[src/rtl/core/lrss_pkg.sv]
package lrss_pkg;

	localparam int HEIGHT_W = 11;
	localparam int ENERGY_W = 2 * HEIGHT_W;
	localparam int SUM_W    = ENERGY_W + 2;
	localparam int SLOT_W   = 5;
	localparam int LANES    = 3;

	typedef struct packed {
		logic                primary_present;
		logic [HEIGHT_W-1:0] primary_height;
		logic                secondary_present;
		logic [HEIGHT_W-1:0] secondary_height;
		logic                windsea_present;
		logic [HEIGHT_W-1:0] windsea_height;
	} item_t;

	typedef struct packed {
		logic              bulk_only;
		logic [SLOT_W-1:0] primary_slots;
		logic [SLOT_W-1:0] secondary_slots;
		logic [SLOT_W-1:0] windsea_slots;
		logic [SLOT_W-1:0] secondary_start;
		logic [SLOT_W-1:0] windsea_start;
	} result_t;

	typedef struct packed {
		logic [LANES-1:0] present;
		logic             sum_zero;
	} side_t;

endpackage

[src/rtl/core/largest_remainder_slot_split_unit.sv]
// Splits COMPONENTS slots among the present swell and wind sea partitions in proportion
// to squared height, largest remainder first, one slot minimum each. Fully pipelined: one
// transaction per cycle while result_ready is not held low. The restoring divider resolves
// one quotient bit per stage.
module largest_remainder_slot_split_unit #(
	parameter int COMPONENTS = 16
) (
	input  logic              clk,
	input  logic              arst_n,
	input  logic              item_valid,
	output logic              item_ready,
	input  lrss_pkg::item_t   item,
	output logic              result_valid,
	input  logic              result_ready,
	output lrss_pkg::result_t result
);

	localparam int QW  = $clog2(COMPONENTS + 1);
	localparam int DW  = lrss_pkg::SUM_W + QW;
	localparam int AW  = $clog2(COMPONENTS + 3);
	localparam int SLW = (AW > lrss_pkg::SLOT_W) ? AW : lrss_pkg::SLOT_W;
	localparam int Q1  = COMPONENTS;
	localparam int Q2  = COMPONENTS / 2;
	localparam int Q3  = COMPONENTS / 3;
	localparam int L   = lrss_pkg::LANES;

	function automatic logic [L-1:0][SLW-1:0] trim_one(input logic [L-1:0][SLW-1:0] s);
		logic [L-1:0][SLW-1:0] r;
		logic [1:0]            w;
		r = s;
		w = 2'd0;
		if (r[1] > r[w]) begin
			w = 2'd1;
		end
		if (r[2] > r[w]) begin
			w = 2'd2;
		end
		if (r[w] > SLW'(1)) begin
			r[w] = r[w] - SLW'(1);
		end
		return r;
	endfunction

	logic adv1, adv2, adv3, adv4, adv5;
	logic div_ready;

	// stage 1: energies
	logic                                     vld_s1;
	logic [L-1:0]                             pres_s1;
	logic [L-1:0][lrss_pkg::ENERGY_W-1:0]     e_s1;
	logic [L-1:0][lrss_pkg::HEIGHT_W-1:0]     hgt;

	// stage 2: sum and scaled numerators
	logic                                     vld_s2;
	logic [L-1:0][DW-1:0]                     num_s2;
	logic [lrss_pkg::SUM_W-1:0]               sum_s2;
	lrss_pkg::side_t                          side_s2;
	logic [L-1:0][lrss_pkg::ENERGY_W-1:0]     e_m;
	logic [L-1:0][DW-1:0]                     num_nx;
	logic [lrss_pkg::SUM_W-1:0]               sum_nx;

	// divider outputs
	logic                                     div_valid;
	logic [L-1:0][QW-1:0]                     div_q;
	logic [L-1:0][lrss_pkg::SUM_W-1:0]        div_rem;
	lrss_pkg::side_t                          div_side;

	// stage 3: floors and leftover
	logic                                     vld_s3;
	logic [L-1:0]                             pres_s3;
	logic [L-1:0][SLW-1:0]                    slots_s3;
	logic [SLW-1:0]                           excess_s3;
	logic [1:0]                               cnt;
	logic [SLW-1:0]                           qsz;
	logic [L-1:0][SLW-1:0]                    base;
	logic [L-1:0][lrss_pkg::SUM_W-1:0]        rr;
	logic [L-1:0][1:0]                        rank;
	logic [SLW-1:0]                           assigned;
	logic [SLW-1:0]                           left;
	logic [L-1:0][SLW-1:0]                    slots3_nx;

	// stage 4: first trim step
	logic                                     vld_s4;
	logic [L-1:0]                             pres_s4;
	logic [L-1:0][SLW-1:0]                    slots_s4;
	logic [SLW-1:0]                           excess_s4;

	// stage 5: second trim step and result
	logic                                     vld_s5;
	lrss_pkg::result_t                        result_s5;
	logic [L-1:0][SLW-1:0]                    sl5;
	logic [SLW:0]                             start2;
	lrss_pkg::result_t                        result_nx;

	assign adv5       = !vld_s5 || result_ready;
	assign adv4       = !vld_s4 || adv5;
	assign adv3       = !vld_s3 || adv4;
	assign adv2       = !vld_s2 || div_ready;
	assign adv1       = !vld_s1 || adv2;
	assign item_ready = adv1;

	assign result_valid = vld_s5;
	assign result       = result_s5;

	assign hgt[0] = item.primary_height;
	assign hgt[1] = item.secondary_height;
	assign hgt[2] = item.windsea_height;

	always_ff @(posedge clk or negedge arst_n) begin
		if (!arst_n) begin
			vld_s1 <= 1'b0;
			vld_s2 <= 1'b0;
			vld_s3 <= 1'b0;
			vld_s4 <= 1'b0;
			vld_s5 <= 1'b0;
		end else begin
			if (adv1) begin
				vld_s1 <= item_valid;
			end
			if (adv2) begin
				vld_s2 <= vld_s1;
			end
			if (adv3) begin
				vld_s3 <= div_valid;
			end
			if (adv4) begin
				vld_s4 <= vld_s3;
			end
			if (adv5) begin
				vld_s5 <= vld_s4;
			end
		end
	end

	always_ff @(posedge clk) begin
		if (adv1) begin
			pres_s1 <= {item.windsea_present, item.secondary_present, item.primary_present};
			for (int l = 0; l < L; l++) begin
				e_s1[l] <= lrss_pkg::ENERGY_W'(hgt[l]) * lrss_pkg::ENERGY_W'(hgt[l]);
			end
		end
	end

	always_comb begin
		for (int l = 0; l < L; l++) begin
			e_m[l]    = pres_s1[l] ? e_s1[l] : '0;
			num_nx[l] = DW'(COMPONENTS) * DW'(e_m[l]);
		end
		sum_nx = lrss_pkg::SUM_W'(e_m[0]) + lrss_pkg::SUM_W'(e_m[1])
			+ lrss_pkg::SUM_W'(e_m[2]);
	end

	always_ff @(posedge clk) begin
		if (adv2) begin
			num_s2           <= num_nx;
			sum_s2           <= sum_nx;
			side_s2.present  <= pres_s1;
			side_s2.sum_zero <= (sum_nx == '0);
		end
	end

	lrss_divider #(
		.COMPONENTS(COMPONENTS)
	) u_divider (
		.clk       (clk),
		.arst_n    (arst_n),
		.in_valid  (vld_s2),
		.in_ready  (div_ready),
		.in_num    (num_s2),
		.in_sum    (sum_s2),
		.in_side   (side_s2),
		.out_valid (div_valid),
		.out_ready (adv3),
		.out_q     (div_q),
		.out_rem   (div_rem),
		.out_side  (div_side)
	);

	always_comb begin
		cnt = 2'($countones(div_side.present));
		case (cnt)
			2'd1:    qsz = SLW'(Q1);
			2'd2:    qsz = SLW'(Q2);
			default: qsz = SLW'(Q3);
		endcase
		for (int l = 0; l < L; l++) begin
			if (div_side.sum_zero) begin
				base[l] = qsz;
				rr[l]   = '0;
			end else begin
				base[l] = SLW'(div_q[l]);
				rr[l]   = div_rem[l];
			end
			if (!div_side.present[l]) begin
				base[l] = '0;
			end else if (base[l] == '0) begin
				base[l] = SLW'(1);
			end
		end
		assigned = base[0] + base[1] + base[2];
		left     = (assigned < SLW'(COMPONENTS)) ? SLW'(COMPONENTS) - assigned : '0;
		for (int l = 0; l < L; l++) begin
			rank[l] = 2'd0;
			for (int j = 0; j < L; j++) begin
				if (div_side.present[j] && j != l
					&& (rr[j] > rr[l] || (rr[j] == rr[l] && j < l))) begin
					rank[l] = rank[l] + 2'd1;
				end
			end
			slots3_nx[l] = base[l];
			if (div_side.present[l] && SLW'(rank[l]) < left) begin
				slots3_nx[l] = base[l] + SLW'(1);
			end
		end
	end

	always_ff @(posedge clk) begin
		if (adv3) begin
			pres_s3   <= div_side.present;
			slots_s3  <= slots3_nx;
			excess_s3 <= (assigned > SLW'(COMPONENTS)) ? assigned - SLW'(COMPONENTS) : '0;
		end
	end

	always_ff @(posedge clk) begin
		if (adv4) begin
			pres_s4 <= pres_s3;
			if (excess_s3 != '0) begin
				slots_s4  <= trim_one(slots_s3);
				excess_s4 <= excess_s3 - SLW'(1);
			end else begin
				slots_s4  <= slots_s3;
				excess_s4 <= excess_s3;
			end
		end
	end

	always_comb begin
		sl5    = (excess_s4 != '0) ? trim_one(slots_s4) : slots_s4;
		start2 = (SLW + 1)'(sl5[0]) + (SLW + 1)'(sl5[1]);
		result_nx.bulk_only       = (pres_s4 == '0);
		result_nx.primary_slots   = sl5[0][lrss_pkg::SLOT_W-1:0];
		result_nx.secondary_slots = sl5[1][lrss_pkg::SLOT_W-1:0];
		result_nx.windsea_slots   = sl5[2][lrss_pkg::SLOT_W-1:0];
		result_nx.secondary_start = sl5[0][lrss_pkg::SLOT_W-1:0];
		result_nx.windsea_start   = start2[lrss_pkg::SLOT_W-1:0];
	end

	always_ff @(posedge clk) begin
		if (adv5) begin
			result_s5 <= result_nx;
		end
	end

	// leftover handout fills the budget exactly when no trim is pending
	a_budget_filled: assert property (@(posedge clk) disable iff (!arst_n)
		vld_s3 && excess_s3 == '0 && pres_s3 != '0
		|-> (SLW + 2)'(slots_s3[0]) + (SLW + 2)'(slots_s3[1]) + (SLW + 2)'(slots_s3[2])
			== (SLW + 2)'(COMPONENTS))
		else $error("slot total differs from budget");

	// floor of one slot for present partitions only
	a_floor: assert property (@(posedge clk) disable iff (!arst_n)
		vld_s3 |-> ((slots_s3[0] == '0) == !pres_s3[0])
			&& ((slots_s3[1] == '0) == !pres_s3[1])
			&& ((slots_s3[2] == '0) == !pres_s3[2]))
		else $error("slot floor violated");

	// at most two floor bumps can overshoot the budget
	a_excess_bound: assert property (@(posedge clk) disable iff (!arst_n)
		vld_s3 |-> excess_s3 <= SLW'(2))
		else $error("excess exceeds trim steps");

endmodule

[src/rtl/core/lrss_divider.sv]
module lrss_divider #(
	parameter int COMPONENTS = 16
) (
	input  logic                                                     clk,
	input  logic                                                     arst_n,
	input  logic                                                     in_valid,
	output logic                                                     in_ready,
	input  logic [lrss_pkg::LANES-1:0][lrss_pkg::SUM_W+$clog2(COMPONENTS+1)-1:0] in_num,
	input  logic [lrss_pkg::SUM_W-1:0]                               in_sum,
	input  lrss_pkg::side_t                                          in_side,
	output logic                                                     out_valid,
	input  logic                                                     out_ready,
	output logic [lrss_pkg::LANES-1:0][$clog2(COMPONENTS+1)-1:0]     out_q,
	output logic [lrss_pkg::LANES-1:0][lrss_pkg::SUM_W-1:0]          out_rem,
	output lrss_pkg::side_t                                          out_side
);

	localparam int QW = $clog2(COMPONENTS + 1);
	localparam int DW = lrss_pkg::SUM_W + QW;

	logic [QW-1:0] vld_s;
	logic [QW:0]   adv;

	logic [lrss_pkg::LANES-1:0][DW-1:0] rem_s [QW];
	logic [lrss_pkg::LANES-1:0][QW-1:0] q_s [QW];
	logic [lrss_pkg::SUM_W-1:0]         sum_s [QW];
	lrss_pkg::side_t                    side_s [QW];

	assign adv[QW]   = out_ready;
	assign in_ready  = adv[0];
	assign out_valid = vld_s[QW-1];
	assign out_side  = side_s[QW-1];

	always_comb begin
		for (int l = 0; l < lrss_pkg::LANES; l++) begin
			out_q[l]   = q_s[QW-1][l];
			out_rem[l] = rem_s[QW-1][l][lrss_pkg::SUM_W-1:0];
		end
	end

	for (genvar j = 0; j < QW; j++) begin : g_stage
		localparam int B = QW - 1 - j;

		logic                                vld_in;
		logic [lrss_pkg::LANES-1:0][DW-1:0] rem_in;
		logic [lrss_pkg::LANES-1:0][QW-1:0] q_in;
		logic [lrss_pkg::SUM_W-1:0]         sum_in;
		lrss_pkg::side_t                    side_in;
		logic [DW-1:0]                      dvs;
		logic [lrss_pkg::LANES-1:0][DW-1:0] rem_nx;
		logic [lrss_pkg::LANES-1:0][QW-1:0] q_nx;

		if (j == 0) begin : g_first
			assign vld_in  = in_valid;
			assign rem_in  = in_num;
			assign q_in    = '0;
			assign sum_in  = in_sum;
			assign side_in = in_side;
		end else begin : g_next
			assign vld_in  = vld_s[j-1];
			assign rem_in  = rem_s[j-1];
			assign q_in    = q_s[j-1];
			assign sum_in  = sum_s[j-1];
			assign side_in = side_s[j-1];
		end

		assign adv[j] = !vld_s[j] || adv[j+1];
		assign dvs    = DW'(sum_in) << B;

		always_comb begin
			for (int l = 0; l < lrss_pkg::LANES; l++) begin
				if (rem_in[l] >= dvs) begin
					rem_nx[l] = rem_in[l] - dvs;
					q_nx[l]   = {q_in[l][QW-2:0], 1'b1};
				end else begin
					rem_nx[l] = rem_in[l];
					q_nx[l]   = {q_in[l][QW-2:0], 1'b0};
				end
			end
		end

		always_ff @(posedge clk or negedge arst_n) begin
			if (!arst_n) begin
				vld_s[j] <= 1'b0;
			end else if (adv[j]) begin
				vld_s[j] <= vld_in;
			end
		end

		always_ff @(posedge clk) begin
			if (adv[j]) begin
				rem_s[j]  <= rem_nx;
				q_s[j]    <= q_nx;
				sum_s[j]  <= sum_in;
				side_s[j] <= side_in;
			end
		end
	end

endmodule

[config.mk]
export PLATFORM = sky130hd
export DESIGN_NAME = largest_remainder_slot_split_unit
export DESIGN_NICKNAME = d
export VERILOG_FILES = /design/src/rtl/core/lrss_pkg.sv /design/src/rtl/core/largest_remainder_slot_split_unit.sv /design/src/rtl/core/lrss_divider.sv
export SDC_FILE = /design/constraint.sdc
export NUM_CORES = 2
export LEC_CHECK = 0
export BUFFER_PORTS_ARGS = -buffer_cell sky130_fd_sc_hd__buf_2
export CORE_UTILIZATION = 50
export CTS_CLUSTER_SIZE = 8
export DETAILED_ROUTE_END_ITERATION = 10
export GPL_ROUTABILITY_DRIVEN = 0
export PLACE_DENSITY = 0.71
export SLEW_MARGIN = 20
export SYNTH_ARGS = -nofsm -noshare
export SYNTH_HDL_FRONTEND = slang
export SYNTH_SLANG_ARGS = --single-unit
[constraint.sdc]
create_clock -name clk -period 50.8 [get_ports clk]
set_clock_uncertainty 0.1 [all_clocks]
set_input_delay 15.24 -clock clk [delete_from_list [all_inputs] [get_ports clk]]
set_output_delay 15.24 -clock clk [all_outputs]
set_load 0.1 [all_outputs]
# Word-level counts from Yosys, hierarchy flattened
# Memories as Yosys holds them, arrays and structs flattened.
# Cells that the tools add are included.
[classes]
n_addsub = 33
mul = 3
order_cmp = 38
eq_ne = 5
n_mux = 93
reduce_logical = 41
[op_table]
columns = ["operator", "count"]
rows = [
  ["2-to-1 mux 29 bit", 15],
  ["> comparator 24 bit", 6],
  ["2-to-1 mux 5 bit", 20],
  ["greater-or-equal comparator 29 x 24 -> 1 bit", 3],
  ["greater-or-equal comparator 29 x 25 -> 1 bit", 3],
  ["greater-or-equal comparator 29 x 26 -> 1 bit", 3],
  ["greater-or-equal comparator 29 x 27 -> 1 bit", 3],
  ["subtractor 26 x 28 -> 29 bit", 3],
  ["subtractor 29 x 24 -> 29 bit", 3],
  ["subtractor 29 x 25 -> 29 bit", 3],
  ["subtractor 29 x 26 -> 29 bit", 3],
  ["subtractor 29 x 27 -> 29 bit", 3],
  ["greater-or-equal comparator 26 x 28 -> 1 bit", 3],
  ["equality test 24 bit", 3],
  ["2-to-1 mux 24 bit", 3],
  ["multiplier 11 x 11 -> 22 bit", 3],
  ["2-to-1 mux 22 bit", 3],
  ["2-to-1 mux 15 bit", 4],
  ["binary-select mux 5 bit (select 2 bit)", 4],
  ["bitwise mux 15 bit", 2],
  ["2-to-1 mux 1 bit", 30],
  ["adder 23 x 22 -> 24 bit", 1],
  ["zero test 24 bit", 1],
  ["adder 22 x 22 -> 23 bit", 1],
  ["26 further kinds", 87],
]
[totals]
ff_bits = 240
ram_bits = 650
out_inout_bits = 28
n_memories = 4
[mem_list]
columns = ["memory", "words", "word_bits", "read_ports", "rd_clocked_by_memory_dff", "write_ports", "line", "rtl"]
rows = [
  ["u_divider.rem_s", 5, 87, 5, 0, 5, "lrss_divider.sv:24", "logic [lrss_pkg::LANES-1:0][DW-1:0] rem_s [QW];"],
  ["u_divider.sum_s", 5, 24, 4, 0, 5, "lrss_divider.sv:26", "logic [lrss_pkg::SUM_W-1:0] sum_s [QW];"],
  ["u_divider.q_s", 5, 15, 5, 0, 5, "lrss_divider.sv:25", "logic [lrss_pkg::LANES-1:0][QW-1:0] q_s [QW];"],
  ["u_divider.side_s", 5, 4, 5, 0, 5, "lrss_divider.sv:27", "lrss_pkg::side_t side_s [QW];"],
]

# Depth between registers and ports, before layout
[depth]
ltp_word = 17
mapped_depth = 24
ltp_nobuf = 23

# By module
# Synthesis repeated with hierarchy kept, for this count alone.
[hier_totals]
cells_unflattened = 6245
hier_area_um2 = 64107.7
[modules_own_cells]
columns = ["module", "instances", "cells_per_inst", "area_each_um2"]
rows = [
  ["lrss_divider", 1, 4085, 41173.2],
  ["largest_remainder_slot_split_unit", 1, 2160, 22934.5],
]

# Worst setup path before layout
# No wires, ideal clock.
[synth_path]
kind = "input-to-output"
from = "input result_ready"
to = "output item_ready"
t_arrival_ns = 22.432
t_required_ns = 35.460
slack_ns = 13.028
path_stages = 6
path_buffers = 0
path_cell_list = "nor2b_1 -> and2_1 -> and3_1 -> nand3_1 -> nor2_1 -> nand4_1"
[synth_via]
elab_chain_cells = 10
[synth_rtl]
columns = ["element", "line", "rtl"]
rows = [
  ["start, declared", "largest_remainder_slot_split_unit.sv:14", "input logic result_ready,"],
  ["logical OR 1 bit", "largest_remainder_slot_split_unit.sv:95", "assign adv5 = !vld_s5 || result_ready;"],
  ["logical OR 1 bit", "largest_remainder_slot_split_unit.sv:96", "assign adv4 = !vld_s4 || adv5;"],
  ["logical OR 1 bit", "largest_remainder_slot_split_unit.sv:97", "assign adv3 = !vld_s3 || adv4;"],
  ["logical OR 1 bit (3 in a row)", "lrss_divider.sv:67", "assign adv[j] = !vld_s[j] || adv[j+1];"],
  ["net u_divider.adv[2]", "lrss_divider.sv:22", "logic [QW:0] adv;"],
  ["logical OR 1 bit (2 in a row)", "lrss_divider.sv:67", ""],
  ["logical OR 1 bit", "largest_remainder_slot_split_unit.sv:98", "assign adv2 = !vld_s2 || div_ready;"],
  ["logical OR 1 bit", "largest_remainder_slot_split_unit.sv:99", "assign adv1 = !vld_s1 || adv2;"],
  ["end, declared", "largest_remainder_slot_split_unit.sv:11", "output logic item_ready,"],
]
# The timed path passes the listed nets, and every way through them passes these cells.

# Final worst setup path
# Ends and elaborated chain as after synthesis.

==> metrics <==
status=completed; Max Clk Rate=29.80 MHz; Min-Delay Path Class=register to register; Max Cap Viol=0; post-synth top area share=38.08%; average wire per standard cell=~19 um; most frequent cell after synthesis=edfxtp_1; class of the most critical setup path=input pin to primary output; CTS Hold Bufs=0; Startpoint Class=input pin; Tcrit/Tclk final=66.07%; Worst-Margin Slew=1113 ps; DR vias/cell=approximately 5.7; Final Max Slew Viols=0; Die X=351.6 um; Final #Nets=6,926; Worst-Skew Late Latency=680 ps; CP required=approximately 35,000 ps; CTS tree=yes; starting density of the core=50.68%; Post-CTS Setup Inserts=0; total grt overflow=0; register area share after synthesis=about two fifths; IO Pins=68; FFs w/ async S/R, synth=1.274%; ranking of synthesized cells by area=edfxtp_1 38%, ha_1 13%, fa_1 7.5%; htree depth=3; Tmin final=33,560 ps; via count=43,650; clock slew at reported path FFs=50 ps; Synth Register Bits=785; endpoints failing hold=0; DRC=0; share of cells above drive strength 1=around 7.3%; number of global-route vias before repair=43,610; ys flop type=edfxtp_1; die footprint=123,600 um^2; CTS sink cnt=785; fillers=10,210; number of iterations in the first detailed-routing pass=6; die height=351.6 um; Iter 0 DRT Violations=3,124; clk buf depth=3; clk root buf=clkbuf_16; Ys Warns=0; initial antenna violation count=0; row count=around 130; Mean Syn Cell Area=just over 10 um^2; core area=around 120,000 um^2; dominant cell type by area after synthesis=edfxtp_1; EDFF count, synth=775; Port Buffers=67; Mapped Area=61,120 um^2; Num CTS Buffers=109; slew margin rel.=24.83%; Cells after Synth=5,932; CP Max Fanout=40; Routed WL=144.1 mm; Post-Route Setup TNS=0 ps; DP Area=63,290 um^2; Synth top cells by count=775 x edfxtp_1, 645 x ha_1, 545 x inv_1; largest net degree at the start of global routing=97; post-CTS resize count=0; Final setup viols=0; Worst Setup End Kind=primary output; final instance area=66,320 um^2; Unique masters post-synth=79; RSZ-0062 raised after global routing=no; first-pass GRT wire length=227.0 mm; total track usage=23.34%; Final ANT Viol Nets=0; area grow syn2layout=8.514%; Worst Path Arrival=18,220 ps; DP HPWL=between 100 and 150 mm
## through the flow
| step | utilization (%) | worst slack (ps) | cells | hold slack [ps] |
|---|---|---|---|---|
| after global routing | 54.99 | 16980 | 7662 | 320.9 |
| after global placement | 52.47 | 17240 | 7511 | 301.7 |
| after detailed placement | 52.48 | 17200 | 7511 | 304.5 |
| after CTS | 54.96 | 17180 | 7661 | 314.9 |
| after floorplan | - | 13030 | 5935 | 300.3 |
| final | 54.99 | 17240 | 7663 | 314.5 |
## path summary, 6_finish.rpt
| check | endpoint | cells past startpoint | from | slack [ps] |
|---|---|---|---|---|
| max in group asynchronous | u_divider.g_stage[1].vld_in$_DFFE_PN0P_ | 1 | arst_n | 35990 |
| min in group asynchronous | result_valid$_DFFE_PN0P_ | 1 | arst_n | 14360 |
| worst max-delay path | item_ready | 8 | result_ready | 17240 |
| worst min-delay path | u_divider.side_s[0][17]$_DFFE_PP_ | 0 | u_divider.side_s[0][13]$_DFFE_PP_ | 310 |
| worst min register to register | u_divider.side_s[0][17]$_DFFE_PP_ | 0 | u_divider.side_s[0][13]$_DFFE_PP_ | 310 |
| worst max register to register | slots_s3[4]$_DFFE_PP_ | 18 | u_divider.side_s[0][17]$_DFFE_PP_ | 44400 |
## cell families after synthesis
family | synth area share [%]
other | 0.006135
AOI/OAI and AO/OA | 13.62
buffers and inverters | 4.166
adders and majority gates | 20.74
DFF | 38.49
and+or+nand+nor | 13.66
xor gates and xnor gates | 5.840
muxes | 3.480
## area by class of cell
class / instances / area, um^2 / area share, %
flip-flops and latches: 785 / 23520 / 35.47
multi-input cells: 4477 / 35180 / 53.04
inverters: 545 / 2049 / 3.090
clock inverters: 6 / 53.80 / 0.08112
diodes: 1 / 2.502 / 0.003773
repair buffers: 93 / 554.3 / 0.8357
clock buffers: 144 / 2944 / 4.439
well taps: 1612 / 2017 / 3.041
## state kept, by name (all words and copies together) (netlist names), 4 cells and up
register                  flops
u_divider.rem_s             390
u_divider.sum_s              96
e_s1                         63
num_s2                       63
u_divider.q_s                45
sum_s2                       24
result                       21
u_divider.side_s             20
slots_s3                     15
slots_s4                     15
excess_s3                     5
excess_s4                     5
side_s2                       4
u_divider.g_stage.vld_in      4
## layer usage
layer | vias to the layer above | wire, um | GRT usage (%)
met5 | - | 0 | 0
met4 | 0 | 9025 | 13.22
met3 | 353 | 5330 | 2.215
met2 | 1142 | 69300 | 40.78
met1 | 20770 | 60420 | 28.19
li1 | 21380 | - | -
## critical path, stage by stage
cell and delay, ps:
buf_2 100, nor2b_1 160, and2_1 210, and3_1 340, nand3_4 460, nor2_1 720
nand4_1 510, buf_2 470
## placed cells by master, fill, tap and decap left out, drive strengths merged, types with 194 or more instances in the layout
cell type	Yosys	routed
fa	230	230
edfxtp	775	775
nor2	369	369
o21ai	358	358
nand2	430	430
a21oi	358	358
ha	645	645
and2	194	194
inv	545	545
xnor2	260	260
Power is not shown: default switching activity piles up to over one toggle a cycle in this logic, so the estimate is an artifact.
